## src/sv/sitbd_pkg.sv

```systemverilog
`timescale 1ns / 1ps
// ----------------------------------------------------------------------------
// sitbd_pkg
// Shared types, constants and the reciprocal table for the base converter.
// ----------------------------------------------------------------------------
package sitbd_pkg;

  localparam int ALPHA_SIZE = 32;
  localparam int IDX_W      = $clog2(ALPHA_SIZE);
  localparam int CHAR_W     = 8;
  localparam int ALPHA_W    = ALPHA_SIZE * CHAR_W;
  localparam int LEN_W      = 6;
  localparam int MAG_W      = 32;
  localparam int CODE_W     = 7;
  localparam int CFG_IDX_W  = 3;
  localparam int CFG_DATA_W = 64;

  localparam logic [CFG_IDX_W-1:0] REG_BASE_LENGTH    = 3'd0;
  localparam logic [CFG_IDX_W-1:0] REG_DIGITS_LOW     = 3'd1;
  localparam logic [CFG_IDX_W-1:0] REG_DIGITS_MID_LOW = 3'd2;
  localparam logic [CFG_IDX_W-1:0] REG_DIGITS_MID_HI  = 3'd3;
  localparam logic [CFG_IDX_W-1:0] REG_DIGITS_HIGH    = 3'd4;

  localparam logic [CHAR_W-1:0] CHAR_PLUS  = 8'd43;
  localparam logic [CHAR_W-1:0] CHAR_MINUS = 8'd45;
  localparam logic [CHAR_W-1:0] CHAR_MIN   = 8'd33;
  localparam logic [CHAR_W-1:0] CHAR_MAX   = 8'd126;

  localparam int QUEUE_DEPTH = 2;
  localparam int QPTR_W      = $clog2(QUEUE_DEPTH);
  localparam int QCNT_W      = $clog2(QUEUE_DEPTH + 1);

  typedef struct packed {
    logic             neg;
    logic [MAG_W-1:0] mag;
  } item_t;

  typedef struct packed {
    logic full;
    logic empty;
  } queue_status_t;

  // floor(2^32 / len)
  function automatic logic [MAG_W-1:0] recip(input logic [LEN_W-1:0] len);
    logic [MAG_W-1:0] r;
    case (len)
      6'd2:    r = 32'h80000000;
      6'd3:    r = 32'h55555555;
      6'd4:    r = 32'h40000000;
      6'd5:    r = 32'h33333333;
      6'd6:    r = 32'h2AAAAAAA;
      6'd7:    r = 32'h24924924;
      6'd8:    r = 32'h20000000;
      6'd9:    r = 32'h1C71C71C;
      6'd10:   r = 32'h19999999;
      6'd11:   r = 32'h1745D174;
      6'd12:   r = 32'h15555555;
      6'd13:   r = 32'h13B13B13;
      6'd14:   r = 32'h12492492;
      6'd15:   r = 32'h11111111;
      6'd16:   r = 32'h10000000;
      6'd17:   r = 32'h0F0F0F0F;
      6'd18:   r = 32'h0E38E38E;
      6'd19:   r = 32'h0D79435E;
      6'd20:   r = 32'h0CCCCCCC;
      6'd21:   r = 32'h0C30C30C;
      6'd22:   r = 32'h0BA2E8BA;
      6'd23:   r = 32'h0B21642C;
      6'd24:   r = 32'h0AAAAAAA;
      6'd25:   r = 32'h0A3D70A3;
      6'd26:   r = 32'h09D89D89;
      6'd27:   r = 32'h097B425E;
      6'd28:   r = 32'h09249249;
      6'd29:   r = 32'h08D3DCB0;
      6'd30:   r = 32'h08888888;
      6'd31:   r = 32'h08421084;
      6'd32:   r = 32'h08000000;
      default: r = '0;
    endcase
    return r;
  endfunction

endpackage

```

## src/sv/sitbd_front.sv

```systemverilog
`timescale 1ns / 1ps
// ----------------------------------------------------------------------------
// sitbd_front
// Alphabet check after reset or a register write; accepts words, splits sign
// and magnitude, and queues them when the alphabet is good.
// ----------------------------------------------------------------------------
module sitbd_front #(
  parameter int MAX_BASE = 32
) (
  input  logic                                  clk,
  input  logic                                  rst,
  input  logic                                  cfg_write,
  input  logic [sitbd_pkg::LEN_W-1:0]           base_length,
  input  logic [sitbd_pkg::ALPHA_W-1:0]         alphabet,
  input  logic                                  in_valid,
  output logic                                  in_ready,
  input  logic signed [sitbd_pkg::MAG_W-1:0]    value,
  input  sitbd_pkg::queue_status_t              q_status,
  output logic                                  push,
  output sitbd_pkg::item_t                      push_item
);
  import sitbd_pkg::*;

  logic             busy;
  logic             bad;
  logic             ok;
  logic [IDX_W-1:0] idx;

  logic [CHAR_W-1:0] cur;
  logic              in_use;
  logic              bad_char;
  logic              dup;
  logic              step_bad;
  logic              len_ok;
  logic [MAG_W-1:0]  raw;

  always_comb begin
    cur      = alphabet[{idx, 3'b000} +: CHAR_W];
    in_use   = {1'b0, idx} < base_length;
    bad_char = (cur < CHAR_MIN) || (cur > CHAR_MAX) || (cur == CHAR_PLUS) ||
               (cur == CHAR_MINUS);
    dup = 1'b0;
    for (int j = 0; j < ALPHA_SIZE; j++) begin
      if ((LEN_W'(j) > {1'b0, idx}) && (LEN_W'(j) < base_length) &&
          (alphabet[j*CHAR_W +: CHAR_W] == cur)) begin
        dup = 1'b1;
      end
    end
    step_bad = in_use && (bad_char || dup);
    len_ok   = (base_length >= LEN_W'(2)) && (base_length <= LEN_W'(MAX_BASE));
  end

  always_ff @(posedge clk) begin
    if (rst || cfg_write) begin
      busy <= 1'b1;
      bad  <= 1'b0;
      ok   <= 1'b0;
      idx  <= '0;
    end else if (busy) begin
      bad <= bad | step_bad;
      idx <= idx + IDX_W'(1);
      if (idx == IDX_W'(ALPHA_SIZE - 1)) begin
        busy <= 1'b0;
        ok   <= !(bad | step_bad) && len_ok;
      end
    end
  end

  assign raw            = value;
  assign in_ready       = !busy && !q_status.full;
  assign push           = in_valid && in_ready && ok;
  assign push_item.neg  = raw[MAG_W-1];
  assign push_item.mag  = raw[MAG_W-1] ? (MAG_W'(0) - raw) : raw;

endmodule

```

## src/sv/sitbd_queue.sv

```systemverilog
`timescale 1ns / 1ps
// ----------------------------------------------------------------------------
// sitbd_queue
// Short word queue between the front and the digit engine.
// ----------------------------------------------------------------------------
module sitbd_queue (
  input  logic                     clk,
  input  logic                     rst,
  input  logic                     push,
  input  sitbd_pkg::item_t         push_item,
  input  logic                     pop,
  output sitbd_pkg::item_t         head,
  output sitbd_pkg::queue_status_t status
);
  import sitbd_pkg::*;

  item_t              mem [QUEUE_DEPTH];
  logic [QPTR_W-1:0]  wr_ptr;
  logic [QPTR_W-1:0]  rd_ptr;
  logic [QCNT_W-1:0]  count;
  logic [QCNT_W-1:0]  count_next;

  always_comb begin
    count_next = count;
    if (push && !pop) begin
      count_next = count + QCNT_W'(1);
    end else if (pop && !push) begin
      count_next = count - QCNT_W'(1);
    end
  end

  always_ff @(posedge clk) begin
    if (rst) begin
      wr_ptr <= '0;
      rd_ptr <= '0;
      count  <= '0;
    end else begin
      count <= count_next;
      if (push) begin
        wr_ptr <= (wr_ptr == QPTR_W'(QUEUE_DEPTH - 1)) ? '0 : wr_ptr + QPTR_W'(1);
      end
      if (pop) begin
        rd_ptr <= (rd_ptr == QPTR_W'(QUEUE_DEPTH - 1)) ? '0 : rd_ptr + QPTR_W'(1);
      end
    end
  end

  always_ff @(posedge clk) begin
    if (push) begin
      mem[wr_ptr] <= push_item;
    end
  end

  assign head         = mem[rd_ptr];
  assign status.full  = (count == QCNT_W'(QUEUE_DEPTH));
  assign status.empty = (count == '0);

endmodule

```

## src/sv/sitbd_back.sv

```systemverilog
`timescale 1ns / 1ps
// ----------------------------------------------------------------------------
// sitbd_back
// Digit engine: reciprocal-multiply division per digit, digit stack, and the
// registered character output.
// ----------------------------------------------------------------------------
module sitbd_back (
  input  logic                                clk,
  input  logic                                rst,
  input  logic [sitbd_pkg::LEN_W-1:0]         base_length,
  input  logic [sitbd_pkg::ALPHA_W-1:0]       alphabet,
  input  sitbd_pkg::queue_status_t            q_status,
  input  sitbd_pkg::item_t                    q_head,
  output logic                                pop,
  output logic                                out_valid,
  input  logic                                out_ready,
  output logic [sitbd_pkg::CODE_W-1:0]        char_code,
  output logic                                last_char
);
  import sitbd_pkg::*;

  typedef enum logic [3:0] {
    BK_IDLE = 4'b0001,
    BK_MUL  = 4'b0010,
    BK_FIX  = 4'b0100,
    BK_EMIT = 4'b1000
  } back_state_t;

  back_state_t       state;
  logic [MAG_W-1:0]  mag;
  logic [MAG_W-1:0]  qest;
  logic              neg_pend;
  logic [LEN_W-1:0]  sp;
  logic [IDX_W-1:0]  stack [ALPHA_SIZE];

  logic [2*MAG_W-1:0] prod;
  logic [13:0]        qlen;
  logic [CODE_W-1:0]  rem;
  logic               rem_ge;
  logic [CODE_W-1:0]  rem_fix;
  logic [MAG_W-1:0]   qfix;
  logic [LEN_W-1:0]   sp_m1;
  logic [IDX_W-1:0]   top_digit;
  logic [CHAR_W-1:0]  top_char;
  logic               load;

  always_comb begin
    prod      = mag * recip(base_length);
    qlen      = qest[CODE_W-1:0] * {1'b0, base_length};
    rem       = mag[CODE_W-1:0] - qlen[CODE_W-1:0];
    rem_ge    = rem >= {1'b0, base_length};
    rem_fix   = rem_ge ? (rem - {1'b0, base_length}) : rem;
    qfix      = qest + MAG_W'(rem_ge);
    sp_m1     = sp - LEN_W'(1);
    top_digit = stack[sp_m1[IDX_W-1:0]];
    top_char  = alphabet[{top_digit, 3'b000} +: CHAR_W];
    load      = (state == BK_EMIT) && (!out_valid || out_ready);
  end

  assign pop = (state == BK_IDLE) && !q_status.empty;

  always_ff @(posedge clk) begin
    if (rst) begin
      state     <= BK_IDLE;
      sp        <= '0;
      neg_pend  <= 1'b0;
      out_valid <= 1'b0;
    end else begin
      if (load) begin
        out_valid <= 1'b1;
      end else if (out_ready) begin
        out_valid <= 1'b0;
      end
      case (state)
        BK_IDLE: begin
          if (pop) begin
            neg_pend <= q_head.neg;
            sp       <= '0;
            state    <= BK_MUL;
          end
        end
        BK_MUL: begin
          state <= BK_FIX;
        end
        BK_FIX: begin
          sp    <= sp + LEN_W'(1);
          state <= (qfix == '0) ? BK_EMIT : BK_MUL;
        end
        BK_EMIT: begin
          if (load) begin
            if (neg_pend) begin
              neg_pend <= 1'b0;
            end else begin
              sp <= sp_m1;
              if (sp == LEN_W'(1)) begin
                state <= BK_IDLE;
              end
            end
          end
        end
        default: begin
          state <= BK_IDLE;
        end
      endcase
    end
  end

  always_ff @(posedge clk) begin
    if (pop) begin
      mag <= q_head.mag;
    end
    if (state == BK_MUL) begin
      qest <= prod[2*MAG_W-1:MAG_W];
    end
    if (state == BK_FIX) begin
      mag                   <= qfix;
      stack[sp[IDX_W-1:0]]  <= rem_fix[IDX_W-1:0];
    end
    if (load) begin
      if (neg_pend) begin
        char_code <= CHAR_MINUS[CODE_W-1:0];
        last_char <= 1'b0;
      end else begin
        char_code <= top_char[CODE_W-1:0];
        last_char <= (sp == LEN_W'(1));
      end
    end
  end

endmodule

```

## src/sv/signed_integer_to_base_digits.sv

```systemverilog
`timescale 1ns / 1ps
// ----------------------------------------------------------------------------
// signed_integer_to_base_digits
// Converts signed 32-bit words to character strings in a configured base.
// ----------------------------------------------------------------------------
// After reset and after every register write the alphabet is checked, one
// character per cycle against all later ones; no input word is taken
// meanwhile, and with a bad alphabet words are taken and dropped. A good word
// waits in a two-entry queue, is dequeued, then passes through the shared
// divider for every digit (reciprocal multiply, then remainder fixup), and
// each character goes out through the output register. The sign character
// comes first for negatives and the last character of each number has
// last_char set.
module signed_integer_to_base_digits #(
  parameter int MAX_BASE = 32
) (
  input  logic                                clk,
  input  logic                                rst,
  input  logic                                cfg_valid,
  output logic                                cfg_ready,
  input  logic [sitbd_pkg::CFG_IDX_W-1:0]     cfg_index,
  input  logic [sitbd_pkg::CFG_DATA_W-1:0]    cfg_data,
  input  logic                                in_valid,
  output logic                                in_ready,
  input  logic signed [sitbd_pkg::MAG_W-1:0]  value,
  output logic                                out_valid,
  input  logic                                out_ready,
  output logic [sitbd_pkg::CODE_W-1:0]        char_code,
  output logic                                last_char
);
  import sitbd_pkg::*;

  logic [LEN_W-1:0]      base_length;
  logic [CFG_DATA_W-1:0] digits [4];
  logic [ALPHA_W-1:0]    alphabet;
  logic                  cfg_write;

  queue_status_t q_status;
  item_t         push_item;
  item_t         q_head;
  logic          push;
  logic          pop;

  assign cfg_ready = 1'b1;
  assign cfg_write = cfg_valid && cfg_ready;
  assign alphabet  = {digits[3], digits[2], digits[1], digits[0]};

  always_ff @(posedge clk) begin
    if (rst) begin
      base_length <= LEN_W'(10);
      digits[0]   <= 64'd3978425819141910832;
      digits[1]   <= 64'd14649;
      digits[2]   <= '0;
      digits[3]   <= '0;
    end else if (cfg_write) begin
      case (cfg_index)
        REG_BASE_LENGTH:    base_length <= cfg_data[LEN_W-1:0];
        REG_DIGITS_LOW:     digits[0]   <= cfg_data;
        REG_DIGITS_MID_LOW: digits[1]   <= cfg_data;
        REG_DIGITS_MID_HI:  digits[2]   <= cfg_data;
        REG_DIGITS_HIGH:    digits[3]   <= cfg_data;
        default: begin
        end
      endcase
    end
  end

  sitbd_front #(
    .MAX_BASE (MAX_BASE)
  ) u_front (
    .clk         (clk),
    .rst         (rst),
    .cfg_write   (cfg_write),
    .base_length (base_length),
    .alphabet    (alphabet),
    .in_valid    (in_valid),
    .in_ready    (in_ready),
    .value       (value),
    .q_status    (q_status),
    .push        (push),
    .push_item   (push_item)
  );

  sitbd_queue u_queue (
    .clk       (clk),
    .rst       (rst),
    .push      (push),
    .push_item (push_item),
    .pop       (pop),
    .head      (q_head),
    .status    (q_status)
  );

  sitbd_back u_back (
    .clk         (clk),
    .rst         (rst),
    .base_length (base_length),
    .alphabet    (alphabet),
    .q_status    (q_status),
    .q_head      (q_head),
    .pop         (pop),
    .out_valid   (out_valid),
    .out_ready   (out_ready),
    .char_code   (char_code),
    .last_char   (last_char)
  );

`ifndef SYNTHESIS
  a_cfg_blocks_input: assert property (@(posedge clk) disable iff (rst)
    cfg_valid && cfg_ready |=> !in_ready)
    else $error("input taken during alphabet check");

  a_full_blocks_input: assert property (@(posedge clk) disable iff (rst)
    q_status.full |-> !in_ready)
    else $error("input taken with queue full");

  a_sign_not_last: assert property (@(posedge clk) disable iff (rst)
    out_valid && (char_code == CHAR_MINUS[CODE_W-1:0]) |-> !last_char)
    else $error("sign flagged as last character");
`endif

endmodule

```

## config.mk

```make
export PLATFORM = sky130hd
export DESIGN_NAME = signed_integer_to_base_digits
export DESIGN_NICKNAME = d
export VERILOG_FILES = /design/src/sv/sitbd_pkg.sv /design/src/sv/sitbd_front.sv /design/src/sv/sitbd_queue.sv /design/src/sv/sitbd_back.sv /design/src/sv/signed_integer_to_base_digits.sv
export SDC_FILE = /design/constraint.sdc
export NUM_CORES = 2
export LEC_CHECK = 0
export BUFFER_PORTS_ARGS = -buffer_cell sky130_fd_sc_hd__buf_2
export CAP_MARGIN = 20
export CELL_PAD_IN_SITES_DETAIL_PLACEMENT = 0
export CELL_PAD_IN_SITES_GLOBAL_PLACEMENT = 1
export CORE_MARGIN = 2
export CORE_UTILIZATION = 40
export DETAILED_ROUTE_END_ITERATION = 12
export PLACE_DENSITY_LB_ADDON = 0.25
export REMOVE_ABC_BUFFERS = 1
export SLEW_MARGIN = 40
export SYNTH_ARGS = -nofsm -noshare
export SYNTH_HDL_FRONTEND = slang
export SYNTH_SLANG_ARGS = --single-unit
```

## constraint.sdc

```tcl
create_clock -name clk -period 22.3 [get_ports clk]
set_input_delay 4.46 -clock clk [delete_from_list [all_inputs] [get_ports clk]]
set_output_delay 4.46 -clock clk [all_outputs]
set_load 0.03 [all_outputs]
```

Word-level counts from Yosys, hierarchy flattened. Memories as Yosys holds them, arrays and structs flattened. A register that Yosys moved wholly into a read port is not among the register bits. Cells that the tools add are included.

RAM bits: 482. Bits of input ports: 104. ROM bits: 2048. Memories kept: 4. Register bits after elaboration: 102.

Bitwise logic cells: 5. Eq/ne operators: 48. Multiplexer cells: 86. Multipliers: 2. Reduce and logical (&&, ||, !) cells: 98. $add $sub $neg: 11. Shifts and indexed selects: 2. Order comparisons: 68.

Memory list: (name not given) (depth 64, width 32, rd ports 1, clocked after memory_dff 1, wr ports 0, line sitbd_pkg.sv:46) `case (len)`; digits (depth 4, width 64, rd ports 4, clocked after memory_dff 0, wr ports 4, line signed_integer_to_base_digits.sv:34) `logic [CFG_DATA_W-1:0] digits [4];`; u_back.stack (depth 32, width 5, rd ports 1, clocked after memory_dff 0, wr ports 1, line sitbd_back.sv:34) `logic [IDX_W-1:0] stack [ALPHA_SIZE];`; u_queue.mem (depth 2, width 33, rd ports 1, clocked after memory_dff 1, wr ports 1, line sitbd_queue.sv:17) `item_t mem [QUEUE_DEPTH];`.

Operator list (count): $mux 64 (4); $shiftx 256x9->7 (1); $shiftx 256x9->8 (1); $eq 8x8->1 (31); $lt 5x6->1 const A (16); $mux 32 (3); $gt 5x5->1 const A (16); $logic_and 1x1->1 (72); $mul 32x32->64 (1); $mux 1 (63); $lt 4x6->1 const A (8); $gt 4x5->1 const A (8); $add 32x1->32 (1); $logic_not 32->1 (1); $sub 1x32->32 const A (1); $mux 6 (5); $lt 3x6->1 const A (4); $gt 3x5->1 const A (4); $mux 4 (5); $pmux 6 s3 (1); $eq 8x6->1 const B (2); $pmux 4 s4 (1); $lt 2x6->1 const A (2); $gt 2x5->1 const A (2); 42 further kinds (67).

Logic depth before layout (Yosys ltp). An unclocked memory read counts as a cell.

Word-level depth: 40. Mapped depth: 33. Mapped depth without buffers: 29.

Hierarchy. From an unflattened synthesis, not the netlist that was laid out.

Cell total of the unflattened synthesis: 6617. Area, all modules: 67712.4 um2.

By module, submodules not included: sitbd_back (instances 1, cells each 4890, area each 47445.5 um2); signed_integer_to_base_digits (instances 1, cells each 672, area each 10402.5 um2); sitbd_front (instances 1, cells each 930, area each 7280.7 um2); sitbd_queue (instances 1, cells each 125, area each 2583.7 um2).

Worst setup path after synthesis. No wires, ideal clock.

Kind: register -> register. Start: register u_back.mag[19]. End: register u_back.qest[30] (data pin). Setup slack: 14.891 ns. Setup time: 0.262 ns. Stages on the path, launching flop included: 28. Data required time: 22.038 ns. Buffers on the path: 1. Arrival: 7.147 ns. Path through: edfxtp_1 > clkbuf_1 > nand2_1 > fa_1 > inv_1 > fa_1 > fa_1 > inv_1 > fa_1 > inv_1 > fa_1 > inv_1 > fa_1 > inv_1 > fa_1 > inv_1 > fa_1 > inv_1 > ha_1 > and3_1 > o2111a_1 > o31ai_1 > a2111oi_0 > o21ai_1 > o211ai_1 > a31oi_1 > o21bai_1 > xor2_1.

Cells in the longest elaborated chain, start to end: 1.

Ends and longest elaborated chain: start, declared (line sitbd_back.sv:30) `logic [MAG_W-1:0] mag;`; start signal, assigned (line sitbd_back.sv:110) `mag <= q_head.mag;`; start signal, assigned (line sitbd_back.sv:116) `mag <= qfix;`; $mul 32x32->64 (line sitbd_back.sv:48) `prod = mag * recip(base_length);`; via u_back.prod[62] (line sitbd_back.sv:36) `logic [2*MAG_W-1:0] prod;`; end signal, assigned (line sitbd_back.sv:113) `qest <= prod[2*MAG_W-1:MAG_W];`; end, declared (line sitbd_back.sv:31) `logic [MAG_W-1:0] qest;`.

The timed path passes the listed nets, and every way through them passes these cells. A chain may end at the register's enable or synchronous reset.

Worst setup path after layout.
Start: register u_back.mag[25]. End: register u_back.qest[26] (data pin).

The elaborated chain is that of the path after synthesis.

==> flow_metrics.tcl <==
set metrics [dict create \
    status "completed" \
    synth-edff-count 554 \
    slowest_stage "edfxtp_1" \
    clock_latency_ns 0.66 \
    root_buffer "clkbuf_16" \
    grt_antenna_before_repair 16 \
    path_clk_slew_ns 0.06 \
    tritoncts "yes" \
    pin_count 115 \
    grt_pass1_vias 48900 \
    final.setup.tns_ns 0 \
    crit_fanout 20 \
    core-area_um2 165000 \
    dieArea_um2 169000 \
    yosysSeqAreaShare_pct 27.0 \
    placed_area_um2 69100 \
    rows 149 \
    start_util_pct 40.3 \
    yosys_warnings 0 \
    synth-seq-cells 617 \
    path_common_cell "fa_1" \
    die_h_um 411 \
    syn_inst 6549 \
    skew_ns 0.0185 \
    cts_resized 0 \
    arrival_ns 9.48 \
    fin_util_pct 43.4 \
    post_drt_wl_per_cell_um 23.9 \
    drt_iter0_drc 4248 \
    cts_hold_buf 0 \
    cts.sinks 617 \
    gp_congestion 0.999 \
    crit_type "reg2reg" \
    synth_area_leader_cell "fa_1" \
    cp-end-kind "flip-flop" \
    post-cts-setup-buffers 0 \
    fin_nets 7772 \
    drt-pass1-iter-count 5 \
    yosys.cell_types.count 88 \
    grt_pass1_wl_um 316000 \
    overflow 0 \
    wirelength_um 208000 \
    track_usage_pct 24.9 \
    grt_max_degree 80 \
    post-route-cell-area_um2 71500 \
    slowest_delay_ns 0.78 \
    clk_path_buf_depth 3 \
    drive_above_1_share_pct 7.67 \
    period_share_pct 40.7 \
    drc_errors 0 \
    avgViaCountPerCell 5.42 \
    layout_min_cycle_time_ns 9.07 \
    cp.required_ns 22.71 \
    port-buffer-count 113 \
    relSlewSlack_pct 37.1 \
    finalSetupViolCount 0 \
    rsz0062_at_grt "no" \
    cts_max_level 3 \
    cap_violations 0 \
    clock.fmax_mhz 110 \
    ant_nets 0 \
    syn_avg_cell_area_um2 10.1 \
    async_flop_share_pct 0 \
    dp_hpwl_um 150000 \
    cts_made_buffers 70 \
    area_delta_synth_final_pct 7.83 \
    syn_area_um2 66300 \
    critPathLaunchType "flip-flop" \
    vias 47200 \
    synth.top_cell.area_share_pct 27.4 \
    hold_violations 0 \
    hp-class "reg2reg" \
    synth_ff_type "edfxtp_1" \
    setup_ws_ns 13.23 \
    tightest_slew_ns 0.917 \
    post-place-ws_ns 13.33 \
    final_max_slew_viol_count 0 \
    synth_area_leaders "fa_1, edfxtp_1, ha_1" \
    die_x_um 411 \
]
-- routing by layer --
| layer | GRT usage [%] | share of wire, % |
|---|---|---|
| met1 | 35.9 | 45 |
| met2 | 38.9 | 45 |
| met3 | 3.77 | 6.7 |
| met4 | 6.88 | 3.0 |
| met5 | 0 | 0.029 |
-- final timing paths --
path,from,end,slack [ns],cells after the start
worst max-delay path,u_back.mag[25],u_back.qest[26],13.23,29
worst min-delay path,u_queue.rd_ptr,u_queue.rd_ptr,0.51,2
worst max register to register,u_back.mag[25],u_back.qest[26],13.23,29
worst min register to register,u_queue.rd_ptr,u_queue.rd_ptr,0.51,2
-- cells by family after synthesis --
group | after synthesis | synth area share [%]
flip-flops | 617 | 27.0
multiplexers | 281 | 5.76
AND/OR/NAND/NOR | 1995 | 14.5
other | 1 | 0.00565
AO/OA/AOI/OAI | 636 | 6.17
XOR/XNOR | 367 | 4.86
adder cells (fa/ha/maj) | 1218 | 33.2
buffers and inverters | 1434 | 8.47
-- registers in the layout, summed over array words and instances (netlist names), 2 cells and up, named ones only --
signal / flops
digits: 256
u_back.stack: 160
u_queue.mem: 66
u_back.mag: 32
u_back.qest: 32
u_back.char_code: 7
base_length: 6
u_back.sp: 6
u_front.idx: 5
u_back.state: 4
u_queue.count: 2
-- worst max-delay path, delay by kind of cell, from the launching register on --
kind	cells	cell delay, ns
AO/OA/AOI/OAI	9	2.55
XOR/XNOR	1	0.09
buffers and inverters	8	0.81
adder cells (fa/ha/maj)	9	4.28
AND/OR/NAND/NOR	2	0.27
flip-flops	1	0.78
-- layout make-up --
type / count / area [µm²]
Antenna cell: 5 / 12.5
Clock buffer: 88 / 1940
Clock inverter: 39 / 414
Fill cell: 16000 / 93300
Inverter: 1033 / 3880
Multi-Input combinational cell: 4498 / 43100
Sequential cell: 617 / 17900
Tap cell: 2189 / 2740
Timing Repair Buffer: 230 / 1540
-- placed cells by master, fill, tap and decap left out, drive strengths merged, types with 159 or more instances in the layout --
cell type	count
a21oi	159
and2	486
buf	230
edfxtp	554
fa	907
ha	311
inv	1037
mux2i	189
nand2	979
nor2	160
xnor2	166
xor2	201
-- cell usage after synthesis (35+ instances only) --
library cell	instances
inv_1	1031
nand2_1	978
fa_1	907
edfxtp_1	554
and2_1	486
clkbuf_1	319
ha_1	311
xor2_1	201
mux2i_1	188
xnor2_1	165
nor2_1	160
a21oi_1	159
o21ai_0	119
a211oi_1	103
mux4_2	78
dfxtp_1	63
nand2b_1	56
nor2b_1	56
nor4_1	51
nand4_1	50
buf_2	45
o22ai_1	45
nor3_1	42
a21o_1	36
nand3_1	35
-- through the flow --
| step | hold slack, ns | cells |
|---|---|---|
| finish | 0.508 | 8699 |
| floorplan | 0.472 | 6148 |
| global route | 0.531 | 8695 |
| CTS | 0.509 | 8694 |
| detailed placement | 0.493 | 8567 |
| global placement | 0.487 | 8561 |
Power is not shown: default switching activity piles up to over one toggle a cycle in this logic, so the estimate is an artifact.
